**config.mk**
```make
export PLATFORM = sky130hd
export DESIGN_NAME = sacnlp_cfg_regs
export DESIGN_NICKNAME = d
export VERILOG_FILES = /design/src/rtl/core/sacnlp_pkg.sv /design/src/rtl/core/sacnlp_cfg_regs.sv
export SDC_FILE = /design/constraint.sdc
export NUM_CORES = 1
export LEC_CHECK = 0
export BUFFER_PORTS_ARGS = -buffer_cell sky130_fd_sc_hd__buf_2
export CAP_MARGIN = 20
export CORE_AREA = 10 10 47 49
export CTS_BUF_LIST = sky130_fd_sc_hd__clkbuf_16
export CTS_CLUSTER_DIAMETER = 50
export DETAILED_ROUTE_END_ITERATION = 7
export DIE_AREA = 0 0 57 59
export PLACE_DENSITY_LB_ADDON = 0.2
export SLEW_MARGIN = 20
export SYNTH_ARGS = -nofsm -noshare
export SYNTH_HDL_FRONTEND = slang
export SYNTH_SLANG_ARGS = --single-unit
```
**constraint.sdc**
```tcl
create_clock -name clk -period 1.45 [get_ports clk]
set_input_delay 0.435 -clock clk [delete_from_list [all_inputs] [get_ports clk]]
set_output_delay 0.435 -clock clk [all_outputs]
set_load 0.03 [all_outputs]
```
**src/rtl/core/sacnlp_pkg.sv**
```systemverilog
// shared constants and types for the set-associative cache with prefetch
package sacnlp_pkg;

  localparam int unsigned MAX_SETS_DEF  = 64;
  localparam int unsigned WAYS_DEF      = 8;
  localparam int unsigned ADDR_BITS_DEF = 48;

  localparam int unsigned CFG_IDX_W     = 3;
  localparam int unsigned STAMP_W       = 32;
  localparam int unsigned CNT_W         = 32;

  // configuration register indexes
  localparam logic [CFG_IDX_W-1:0] REG_REPLACE_LRU     = 3'd0;
  localparam logic [CFG_IDX_W-1:0] REG_PREFETCH_ENABLE = 3'd1;
  localparam logic [CFG_IDX_W-1:0] REG_SET_BITS        = 3'd2;
  localparam logic [CFG_IDX_W-1:0] REG_BLOCK_BITS      = 3'd3;
  localparam logic [CFG_IDX_W-1:0] REG_WAYS_IN_USE     = 3'd4;

  // configuration as seen by the lookup engine
  typedef struct packed {
    logic       replace_lru;
    logic       prefetch_enable;
    logic [2:0] set_bits;
    logic [3:0] block_bits;
    logic [3:0] ways_in_use;
  } cfg_t;

endpackage

```
**src/rtl/core/sacnlp_cfg_regs.sv**
```systemverilog
// configuration register file
module sacnlp_cfg_regs
  import sacnlp_pkg::*;
(
  input  logic                 clk,
  input  logic                 rst_n,
  input  logic                 wr_en,
  input  logic [CFG_IDX_W-1:0] wr_index,
  input  logic [3:0]           wr_data,
  output cfg_t                 cfg
);

  cfg_t cfg_r;

  // register writes
  always_ff @(posedge clk) begin
    if (!rst_n) begin
      cfg_r.replace_lru     <= 1'b0;
      cfg_r.prefetch_enable <= 1'b0;
      cfg_r.set_bits        <= 3'd0;
      cfg_r.block_bits      <= 4'd6;
      cfg_r.ways_in_use     <= 4'd1;
    end else if (wr_en) begin
      case (wr_index)
        REG_REPLACE_LRU:     cfg_r.replace_lru     <= wr_data[0];
        REG_PREFETCH_ENABLE: cfg_r.prefetch_enable <= wr_data[0];
        REG_SET_BITS:        cfg_r.set_bits        <= wr_data[2:0];
        REG_BLOCK_BITS:      cfg_r.block_bits      <= wr_data;
        REG_WAYS_IN_USE:     cfg_r.ways_in_use     <= wr_data;
        default: ;
      endcase
    end
  end

  assign cfg = cfg_r;

endmodule

```
-- After elaboration in Yosys (flattened, before gate mapping)
Index checks and enable logic that the tools add are counted.
- flip-flop bits (word level): 13
- latch bits: 0
- RAM bits: 0
- memory bits (read-only): 0
- bits of input ports: 10
- output and inout port bits: 13
- logic and storage cells: 15
- memories kept: 0
- $add $sub $neg: 0
- multipliers: 0
- divide/modulo/power cells: 0
- $lt $le $gt $ge: 0
- equality and inequality tests: 4
- shift operators: 0
- mux-type cells: 0
- bitwise logic cells: 0
- reduce and logical (&&, ||, !) cells: 6
- operators with widths (cell ; count):
    $reduce_and 2->1 ; 5
    $eq 3x2->1 const B ; 2
    $eq 3x1->1 const B ; 1
    $eq 3x3->1 const B ; 1
    $logic_not 3->1 ; 1

-- Logic depth before layout (Yosys ltp)
Gate-level depths: netlist of run 1.
- depth after elaboration: 2
- mapped depth: 3

-- Worst setup path before layout of run 1
OpenSTA, ideal clock, no wires.
- kind: input -> register
- start point: input port wr_index[0]
- end point: register cfg_r (netlist bit cfg[1])
- library setup time: 0.072 ns
- arrival: 1.010 ns
- data required time: 1.378 ns
- slack: 0.368 ns
- stages on the path: 3
- path buffers: 1
- path through: nor4bb_1 > buf_4 > mux2i_1
- cells in the longest elaborated chain, start to end: 2
- ends and longest elaborated chain (element ; line ; RTL):
    from (decl) ; sacnlp_cfg_regs.sv:8 ; input logic [CFG_IDX_W-1:0] wr_index,
    $eq 3x3->1 ; sacnlp_cfg_regs.sv:24 ; case (wr_index)
    $reduce_and 2->1 (no source line) ; -- ;
    to (decl) ; sacnlp_cfg_regs.sv:13 ; cfg_t cfg_r;
No other way between the ends.
A chain may end at the register's enable or synchronous reset.

-- Worst setup path after layout of run 1
- start point: register cfg_r (netlist bit cfg[0])
- end point: output port cfg[0] (netlist bit)
- RTL lines (element ; line ; RTL):
    to (decl) ; sacnlp_cfg_regs.sv:10 ; output cfg_t cfg
No word-level cell between the ends.

==> run summary, run 1 <==
The run finished with clean final reports. The core area came out at 1400 um2. In this run the vertical extent of the chip is 59 um.

Global routing finished with a remaining overflow of 0. The most frequent cell after synthesis was sky130_fd_sc_hd__nand2_1. The register with the most flip-flops in the layout has 13 of them. The tools report the final cell count without fillers as 94.

For the cell area reported after detailed placement, the log shows 672 um2. By startpoint and endpoint, the worst setup path is classified as flip-flop to output pin. The area of the die was 3360 um2. The first detailed-routing pass took 2 iterations. The met1 routing resource usage after global routing came out at 0.0703. From left edge to right edge, the die measures 57 um. The fraction of final layout cells with drive strength greater than 1 is 0.359. Once detailed placement completed, the half-perimeter wirelength came to 977 um.

The tools report the total routing resource utilization after global routing as 0.0758. The logs give 0 for the post-CTS setup buffer count and 449 for the number of global-route vias before repair. The run gives 12 as the number of distinct library cells after synthesis. The number of hold violations in the final report is 0, and the max-capacitance violation count is 0. The utilization of the core after routing is 0.537. The clock arrives with 0 ps of skew. Routability-driven placement finished with a final weighted congestion of 0.685.

Relative slew slack: 0.784. CTS placed an instance of sky130_fd_sc_hd__clkbuf_16 at the clock tree root. The final wirelength was 1250 um. Counting every net in the synthesized netlist gives 65.

For this run, the post-layout net count is 89. The final period utilization was 0.837; the TritonCTS sink count was 13. The top cell type's share of synthesized area works out to 0.470.

The relative contribution of the clock network to total power was 0.532. The via total after detailed routing is 439. The run gives 0 as the initial antenna violation count. Of all nets on the critical path, the largest fanout is 2.

The first global-routing pass estimated 2040 um of wire. The clock passes through at most 2 buffers. During synthesis, Yosys emitted a total of 0 warnings. The CTS buffer count is 3, and the number of cells upsized or downsized after cts is 0. During placement, the flow inserted port buffers numbering 22. The most heavily used metal layer in global routing is met2. The slowest stage cell on the critical path is sky130_fd_sc_hd__dfxtp_1.

Slew at the pin with the worst max-slew slack: 320 ps. The portion of the post-synthesis area used by sequential elements was 0.470. The mean instance size in the synthesized netlist came out at 10.1 um2. The clock network latency to the later pin of the worst-skew pair is 240 ps. The largest total area in the synthesized netlist belongs to sky130_fd_sc_hd__dfxtp_1. Traced cell by cell, the critical path runs through buf_2.

In this design, the stage delay of the slowest critical-path cell is 330 ps. In this run the cell area of the synthesized design comes to 554 um2. Starting utilization of the core area: 0.396. The total non-filler cell area in the finished layout is 752 um2, and the critical path data arrival time is 780 ps.

The max-slew violation count came out at 0. Hold repair after CTS inserted 0 buffers. Setup repair after global routing left no endpoint under its margin.

The final number of setup-violating endpoints was 0. The cell count after synthesis came out at 55. After detailed routing, the average wire length per cell comes to 13.3 um. The worst path buffer plus inverter count came out at 1.

Yosys mapped a number of flops with a built-in enable equal to 0. Entering global routing, the biggest net connects 21 pins. The met3 track utilization from global routing is 0.0451, and the switching share of power is 0.202. The combinational fraction of design power came out at 0.081. The logs give 90 for the total placed cells including tap cells and 0.763 mW for the cell-internal power. Clock period minus final worst setup slack: 1210 ps. 0 antenna diodes ended up in the layout.

Compared with the post-synthesis result, the final layout area differs by 35.7%. At the worst endpoint, the required time is 1020 ps. The kind of path behind the tightest hold check is flip-flop to flip-flop.

For this design the total switching power over the nets is 0.193 mW. Count of routing violations after the opening detailed-route iteration: 3. TritonCTS built the clock tree.

Counting flops and latches in the post-synthesis netlist gives 13. Among all flip-flop cells after synthesis, the most frequent one is sky130_fd_sc_hd__dfxtp_1. The number of top-level design ports was 23; the maximum VDD drop was 0.738 mV.

The largest delay contributor family on the critical path was flip-flops. Sorting the synthesized cells by area gives the leading types as sky130_fd_sc_hd__dfxtp_1, sky130_fd_sc_hd__mux2i_1, sky130_fd_sc_hd__nand2_1. Via count normalized by instance count: 4.67. Clock-pin slew was measured on the worst setup and hold paths at 50 ps. The met2 usage in global routing came out at 0.124.

STA classifies the critical path endpoint as an output pin. The number of design rule violations left after detail routing was 0; the number of nets still failing antenna checks after routing was 0. The worst setup path is launched from a flip-flop.

In the synthesized netlist, the cells that appear most often are sky130_fd_sc_hd__nand2_1, sky130_fd_sc_hd__dfxtp_1, sky130_fd_sc_hd__mux2i_1. The tools report the peak clock frequency supported by timing as 824 MHz. The sequential share of power is 0.387. Dividing total power by cell area gives a power density of 1270 nW/um2.

The cell leakage power is 0.326 nW, and the total negative slack for setup checks is 0 ps. Row generation in the floorplan step produced 14 rows. The tools report the CTS H-tree depth as 1.

Share of async-settable or async-resettable flops after synthesis: 0. The total power of the final layout is 0.956 mW.
power by group through the flow:
stage	Sequential [mW]	Combinational (mW)	Clock [mW]
2_1_floorplan	0.392	0.0328	0
3_3_place_gp	0.376	0.0772	0
3_5_place_dp	0.376	0.0783	0
4_1_cts	0.370	0.0786	0.520
5_1_grt	0.370	0.0847	0.533
6_report	0.370	0.0773	0.509
area by class of cell:
cell class              instances  area, um2
flip-flops and latches         13        260
multi-input cells              38        274
clock buffers                   3       75.1
fillers                       129        649
repair buffers                 23        118
clock inverters                 1       5.00
well taps                      16       20.0
cells by family (layout without fill, tap and decap cells):
family | Yosys count | after routing | synth area share
mux | 13 | 13 | 0.235
buf+inv | 4 | 27 | 0.0361
simple gates | 25 | 25 | 0.260
flops | 13 | 13 | 0.470
placed cells by master (no fill, tap or decap):
cell,synthesis,routed
sky130_fd_sc_hd__nor4bb_1,1,1
sky130_fd_sc_hd__nor2b_1,6,6
sky130_fd_sc_hd__nand2_1,14,14
sky130_fd_sc_hd__clkinv_2,0,1
sky130_fd_sc_hd__and4b_1,1,1
sky130_fd_sc_hd__and4bb_2,1,1
sky130_fd_sc_hd__dfxtp_1,13,13
sky130_fd_sc_hd__buf_2,1,22
sky130_fd_sc_hd__mux2i_1,13,13
sky130_fd_sc_hd__nor4b_1,1,1
sky130_fd_sc_hd__clkbuf_16,0,3
sky130_fd_sc_hd__buf_4,1,1
sky130_fd_sc_hd__and4bb_1,1,1
metal layers:
| layer | routed length (um) | vias to the layer above |
|---|---|---|
| met5 | 0 | - |
| met4 | 10 | 0 |
| met3 | 162 | 2 |
| met2 | 571 | 13 |
| met1 | 509 | 193 |
| li1 | - | 231 |
path summary, 6_finish.rpt:
path,from,to,slack (ps),cells after the start
setup / recovery,cfg[0],cfg[0],240,1
hold / removal,cfg[7],cfg[7],450,2
setup reg to reg,cfg[0],cfg[0],840,2
hold reg to reg,cfg[7],cfg[7],450,2
through the flow:
step | setup WS, ps | hold slack (ps)
finish | 236 | 453
global route | 199 | 473
CTS | 217 | 458
detailed placement | 132 | 444
global placement | 201 | 439
floorplan | 368 | 583
Power figures use the tool's default switching activity.
==> run 2, diff against run 1 <==
Clock period 1.45 ns to 1.25 ns, I/O delays scaled along.
==> run 2 against run 1 <==
Worst hold slack worse by 44 ps. First-iteration DRC count rose to 8.0 times the previous value. Sequential cell count unchanged. Core utilization up 0.45 points. Global-route usage up 0.65 points.
==> run summary, run 2 (same netlist as run 1, synthesis figures left out) <==
The critical path's largest stage delay works out to 340 ps (about the same). The placement-stage worst setup slack was 37.9 ps (-93.8 ps); the net count of the finished layout was 90 (+1.1%). The core area came out at 1400 um2 (unchanged). The critical path launch point type was a flip-flop. The pin count of the biggest net entering global routing was 17 (-19%).

For the total number of placement rows, the log shows 14 (unchanged). The tools report the worst min-delay path endpoint as cfg[3]. The most common cell after layout, fill and taps aside is sky130_fd_sc_hd__buf_2.

The power density over the cells was 1470 nW/um2 (+15%); the width of the die was 57 um (unchanged). TritonCTS built the clock tree. The tools report the total power of the final layout as 1.11 mW (+16%).

The via count normalized by instance count was 4.75 (+1.7%); the number of cells upsized or downsized after cts was 0 (unchanged). The clock period minus final worst setup slack was 1160 ps; the switching power was 0.228 mW (+18%). The switching share of power was 0.205 (+0.00301).

The via total after detailed routing is 451 (+2.7%). Setup repair after global routing left no endpoint under its margin. In the layout the commonest cells are sky130_fd_sc_hd__buf_2, sky130_fd_sc_hd__nand2_1, sky130_fd_sc_hd__mux2i_1, sky130_fd_sc_hd__dfxtp_1, sky130_fd_sc_hd__nor2b_1. The logs give 0 ps (unchanged) for the total negative slack for setup checks and 0.0822 (+0.00646) for the total routing resource utilization after global routing. The tools report the number of design rule violations left after detail routing as 0 (unchanged).

The slew at the pin with the worst max-slew slack was 341 ps (+21.5 ps). The tools report the clock network latency to the later pin of the worst-skew pair as 240 ps (about the same). The logs give 90.9 ps (-145 ps) for the setup slack after layout and 409 ps (-43.5 ps) for the worst slack on hold paths.

For the critical path data arrival time, the log shows 780 ps (about the same). The count of antenna diodes in the layout is 0 (unchanged), and the peak clock frequency supported by timing is 863 MHz. The clock slew seen by the registers of the worst setup and hold paths was 40 ps (about the same).

End of the worst register-to-register path: cfg[0]. Largest delay contributor family on the critical path: flip-flops. The tools report the startpoint of the lowest-slack register-to-register path as cfg[0]. The critical path required time was 880 ps (-140 ps); the worst clock skew on the final layout was 0 ps (unchanged). The biggest fanout along the worst timing path came out at 2 (unchanged). The run gives 0.531 (about the same) as the relative contribution of the clock network to total power. The flow ran to the end, and the final reports show no timing, DRC or antenna violations.

The tools report the final weighted congestion in routability-driven placement as 0.738 (+7.8%). The number of cells on the worst hold path is 3 (+1), and the starting utilization of the core area is 0.396 (unchanged). The logs give 3 (+1) for the detailed-router iteration count before antenna repair and 24 (+21) for the count of routing violations after the opening detailed-route iteration. Traced cell by cell, the critical path runs through buf_2. The combinational fraction of design power was 0.083 (+0.002). The flip-flop count of the largest register, all copies and words added works out to 13 (unchanged). On the critical path, the stage with the largest delay is an instance of sky130_fd_sc_hd__dfxtp_1.

Cell-internal power: 0.884 mW (+16%). The overall die height came out at 59 um (unchanged). The area of the die came out at 3360 um2 (unchanged). Initial antenna violation count: 0 (unchanged). The relative slew slack came out at 0.769 (-0.0146). The per-cell routed wire length was 13.4 um (+0.29%); the register-to-register setup slack was 660 ps (-180 ps).

The fraction of final layout cells with drive strength greater than 1 is 0.354 (-0.00454), and the sum of overflow across all layers after global routing is 0 (unchanged). The worst setup path is of the flip-flop to output pin kind. The run gives 1 (unchanged) as the CTS H-tree depth. Clock tree synthesis selected as its root buffer the cell sky130_fd_sc_hd__clkbuf_16.

The final number of setup-violating endpoints is 0 (unchanged), and the synthesis-to-layout area growth is 36.8%. The worst setup path is captured at an output pin. The final period utilization works out to 0.927. The TritonCTS sink count was 13 (unchanged); the first-pass GRT wire length was 2160 um (+6.1%). The run gives 0 (unchanged) as the hold buffer count at CTS. Depth of the most critical reg-to-reg path: 2 (unchanged). The number of hold violations in the final report was 0 (unchanged); the number of global-route vias before repair was 462 (+2.9%). The total placed cells including tap cells is 91 (+1.1%), and the number of nets still failing antenna checks after routing is 0 (unchanged). The max-slew violation count is 0 (unchanged), and the final wirelength is 1270 um (+1.4%). The final cell count without fillers was 95 (+1.1%). For the maximum count of clock buffers along a single path, the log shows 2 (unchanged). For the number of top-level design ports, the log shows 23 (unchanged). The post-CTS setup buffer count is 0 (unchanged), and the number of port buffers is 22 (unchanged). The run gives 0 (unchanged) as the max-capacitance violation count. The kind of path behind the tightest hold check is primary input to flip-flop.

The worst path buffer plus inverter count is 1 (unchanged), and the maximum VDD drop is 1.14 mV (+54%). The cell area reported after detailed placement was 679 um2 (+1.1%); the utilization of the core after routing was 0.541 (+0.00446). The total non-filler cell area in the finished layout came out at 758 um2 (+0.83%). Launch instance of the worst min-delay path: wr_data[3].

The sequential share of power is 0.386 (about the same). The CTS buffer count was 3 (unchanged); the HPWL reported at the end of detailed placement was 1000 um (+2.4%). The tools report the cell leakage power as 0.332 nW (+1.9%).
run 2: power groups by stage:
stage          Combinational, mW  Clock, mW  Sequential (mW)
3_3_place_gp              0.0919          0            0.437
4_1_cts                   0.0939      0.604            0.429
6_report                  0.0922      0.591            0.429
5_1_grt                    0.102      0.628            0.430
2_1_floorplan             0.0380          0            0.455
3_5_place_dp              0.0937          0            0.437
run 2: per-layer routing:
metal | track usage | routed length (um) | vias to the layer above | part of all wire
met5 | 0 | 0 | - | 0
met4 | 0.0403 | 19 | 0 | 0.015
met3 | 0.0644 | 133 | 4 | 0.10
met2 | 0.118 | 536 | 17 | 0.42
met1 | 0.0859 | 581 | 196 | 0.46
li1 | - | - | 234 | -
run 2: worst max path at each step:
stage | start | to | cells after the start
2_1_floorplan | wr_index[0] | cfg[1] | 3
3_3_place_gp | wr_index[0] | cfg[3] | 4
3_5_place_dp | wr_index[0] | cfg[0] | 4
4_1_cts | cfg[0] | cfg[0] | 1
5_1_grt | cfg[0] | cfg[0] | 1
6_report | cfg[0] | cfg[0] | 1
run 2: final cells by class:
class,instances,area [um2]
fill,138,643
clock buffer,3,75.1
multi-input combinational,38,274
clock inverter,1,3.75
timing repair buffer,24,125
sequential,13,260
tap,16,20.0
==> run 3, diff against run 2 <==
Clock period 1.25 ns to 1.5 ns, I/O delays scaled along.
==> run 3 against run 2 <==
Combinational power fell by 18%. Via count decreased by 1.6%. Non-clock buffer count fell by 1. Sequential cell count unchanged. Design area fell by 0.83%. First-iteration DRC count decreased by 63%. Count of clock-buffer cells in the layout is the same. Sequential share of layout area rose by 0.29 points. Worst setup slack better by 190 ps. Critical endpoint is now cfg[2]. Largest cell class unchanged.
==> run summary, run 3 (same netlist as run 1, synthesis figures left out) <==
For the critical path data arrival time, the log shows 770 ps (about the same). Clock tree synthesis selected as its root buffer the cell sky130_fd_sc_hd__clkbuf_16. The CTS buffer count was 3 (unchanged). The number of cells on the worst hold path is 2 (-1). The setup slack after layout came out at 281 ps (+190 ps). The tools report the pin count of the biggest net entering global routing as 21 (+4). The total number of placement rows was 14 (unchanged). STA classifies the critical path startpoint as a flip-flop.

The critical path required time is 1050 ps (+170 ps). The logs give 752 um2 (-0.83%) for the total non-filler cell area in the finished layout and 240 ps (about the same) for the clock network latency to the later pin of the worst-skew pair. The peak clock frequency supported by timing was 820 MHz; the max-capacitance violation count was 0 (unchanged). The run gives 0.923 mW (-17%) as the total power of the final layout. The number of design rule violations left after detail routing came out at 0 (unchanged). The via total after detailed routing was 444 (-1.6%); the TritonCTS sink count was 13 (unchanged). For the hold buffer count at CTS, the log shows 0 (unchanged). The top cell types in the final layout, fill and taps aside, are sky130_fd_sc_hd__buf_2, sky130_fd_sc_hd__nand2_1, sky130_fd_sc_hd__mux2i_1, sky130_fd_sc_hd__dfxtp_1, sky130_fd_sc_hd__nor2b_1. Final wirelength: 1270 um (+0.31%). The post-CTS setup buffer count is 0 (unchanged). Compared with the post-synthesis result, the final layout area differs by 35.7%. The placement-stage worst setup slack is 188 ps (+150 ps), and the relative slew slack is 0.757 (-0.0126).

The slowest stage cell on the critical path is sky130_fd_sc_hd__dfxtp_1. The net count of the finished layout was 89 (-1.1%). The worst hold path begins at cfg[10]. The worst path buffer plus inverter count was 1 (unchanged).

The starting utilization of the core area was 0.396 (unchanged). STA classifies the critical path endpoint as an output pin. Largest delay contributor family on the critical path: flip-flops. The number of port buffers came out at 22 (unchanged). The critical path is of the flip-flop to output pin type.

The logs give 0 ps (unchanged) for the total negative slack for setup checks and 0 (unchanged) for the number of cells upsized or downsized after cts. The final number of setup-violating endpoints is 0 (unchanged), and the maximum VDD drop is 0.718 mV (-37%). The worst min-delay path endpoint is cfg[10]. The tools report the sequential cell area as 260 um2 (unchanged). The tools report the number of top-level design ports as 23 (unchanged). The cell leakage power came out at 0.326 nW (-1.9%).

The max-slew violation count is 0 (unchanged), and the filler cell count in the final layout is 146 (+5.8%). In this run the critical register-to-register path is captured at cfg[0]. The number of hold violations in the final report was 0 (unchanged).

The biggest fanout along the worst timing path is 2 (unchanged). The CTS H-tree depth was 1 (unchanged). The depth of the most critical reg-to-reg path is 2 (unchanged), and the per-cell routed wire length is 13.6 um (+1.4%). The tools report the cell area reported after detailed placement as 672 um2 (-1.1%). The run finished with clean final reports. The tools report the count of antenna diodes in the layout as 0 (unchanged).

Leaving out fill and tap cells, the most frequent cell in the layout is sky130_fd_sc_hd__buf_2. The critical path's largest stage delay was 330 ps (about the same); the flip-flop count of the largest register, all copies and words added was 13 (unchanged). For the number of nets still failing antenna checks after routing, the log shows 0 (unchanged).

In this run the worst hold path is classified as flip-flop to flip-flop. Area of the die: 3360 um2 (unchanged). Walking the worst path, the cells encountered are buf_2. The worst register-to-register path begins at cfg[0]. The via count normalized by instance count is 4.72 (-0.50%).

The HPWL reported at the end of detailed placement came out at 980 um (-2.1%). The slew at the pin with the worst max-slew slack works out to 360 ps (+18.7 ps). The logs give 0.685 (-7.2%) for the final weighted congestion in routability-driven placement and 2170 um (+0.32%) for the first-pass GRT wire length.

The run gives 0 (unchanged) as the initial antenna violation count. The detailed-router iteration count before antenna repair came out at 2 (-1). The clock slew seen by the registers of the worst setup and hold paths works out to 40 ps (about the same). Maximum count of clock buffers along a single path: 2 (unchanged). Setup repair after global routing left no endpoint under its margin. Worst clock skew on the final layout: 0 ps (unchanged). The total routing resource utilization after global routing was 0.0774 (-0.00478); the clock period minus final worst setup slack was 1220 ps.

The number of global-route vias before repair is 480 (+3.9%). TritonCTS built the clock tree. The run gives 0 (unchanged) as the sum of overflow across all layers after global routing. Core area: 1400 um2 (unchanged). The width of the die works out to 57 um (unchanged). Final period utilization: 0.813. The overall die height works out to 59 um (unchanged). The fraction of final layout cells with drive strength greater than 1 is 0.359 (+0.00454), and the power density over the cells is 1230 nW/um2 (-16%). The logs give 900 ps (+240 ps) for the register-to-register setup slack and 9 (-63%) for the count of routing violations after the opening detailed-route iteration. Area of the multi-input gates: 274 um2 (unchanged).
[run 3: per-stage QoR]
step,hold slack (ps),util,instances
detailed placement,444,0.479,90
global route,471,0.537,94
floorplan,583,-,55
CTS,455,0.537,94
global placement,439,0.479,90
finish,453,0.537,94
[run 3: tightest hold or removal path, delay by kind of cell (launching register included)]
family | cells | cell delay [ps]
simple gates | 1 | 50
flops | 1 | 300
mux | 1 | 50
[run 3: power breakdown]
group | internal [mW] | switching, mW
sequential | 0.354 | 0.00334
combinational | 0.0299 | 0.0452
clock | 0.353 | 0.136
total | 0.738 | 0.185
[run 3: layout make-up]
| type | instances | share of cell area |
|---|---|---|
| Timing Repair Buffer | 23 | 0.156 |
| Clock inverter | 1 | 0.00666 |
| Clock buffer | 3 | 0.0998 |
| Tap cell | 16 | 0.0266 |
| Sequential cell | 13 | 0.346 |
| Multi-Input combinational cell | 38 | 0.364 |
[run 3: worst max-delay path by stage]
| stage | cells past startpoint | to | start | slack [ps] |
|---|---|---|---|---|
| floorplan | 3 | cfg[1] | wr_index[0] | 400 |
| global placement | 4 | cfg[1] | wr_index[0] | 240 |
| detailed placement | 4 | cfg[0] | wr_index[0] | 190 |
| CTS | 1 | cfg[2] | cfg[2] | 270 |
| global route | 1 | cfg[1] | cfg[1] | 240 |
| finish | 1 | cfg[2] | cfg[2] | 280 |
[run 3: metal layers]
layer	vias to the layer above	track usage	part of all wire
met1	197	0.0798	0.43
met2	13	0.127	0.45
met5	-	0	0
met4	0	0.0403	0.0078
met3	2	0.0386	0.11
li1	232	-	-
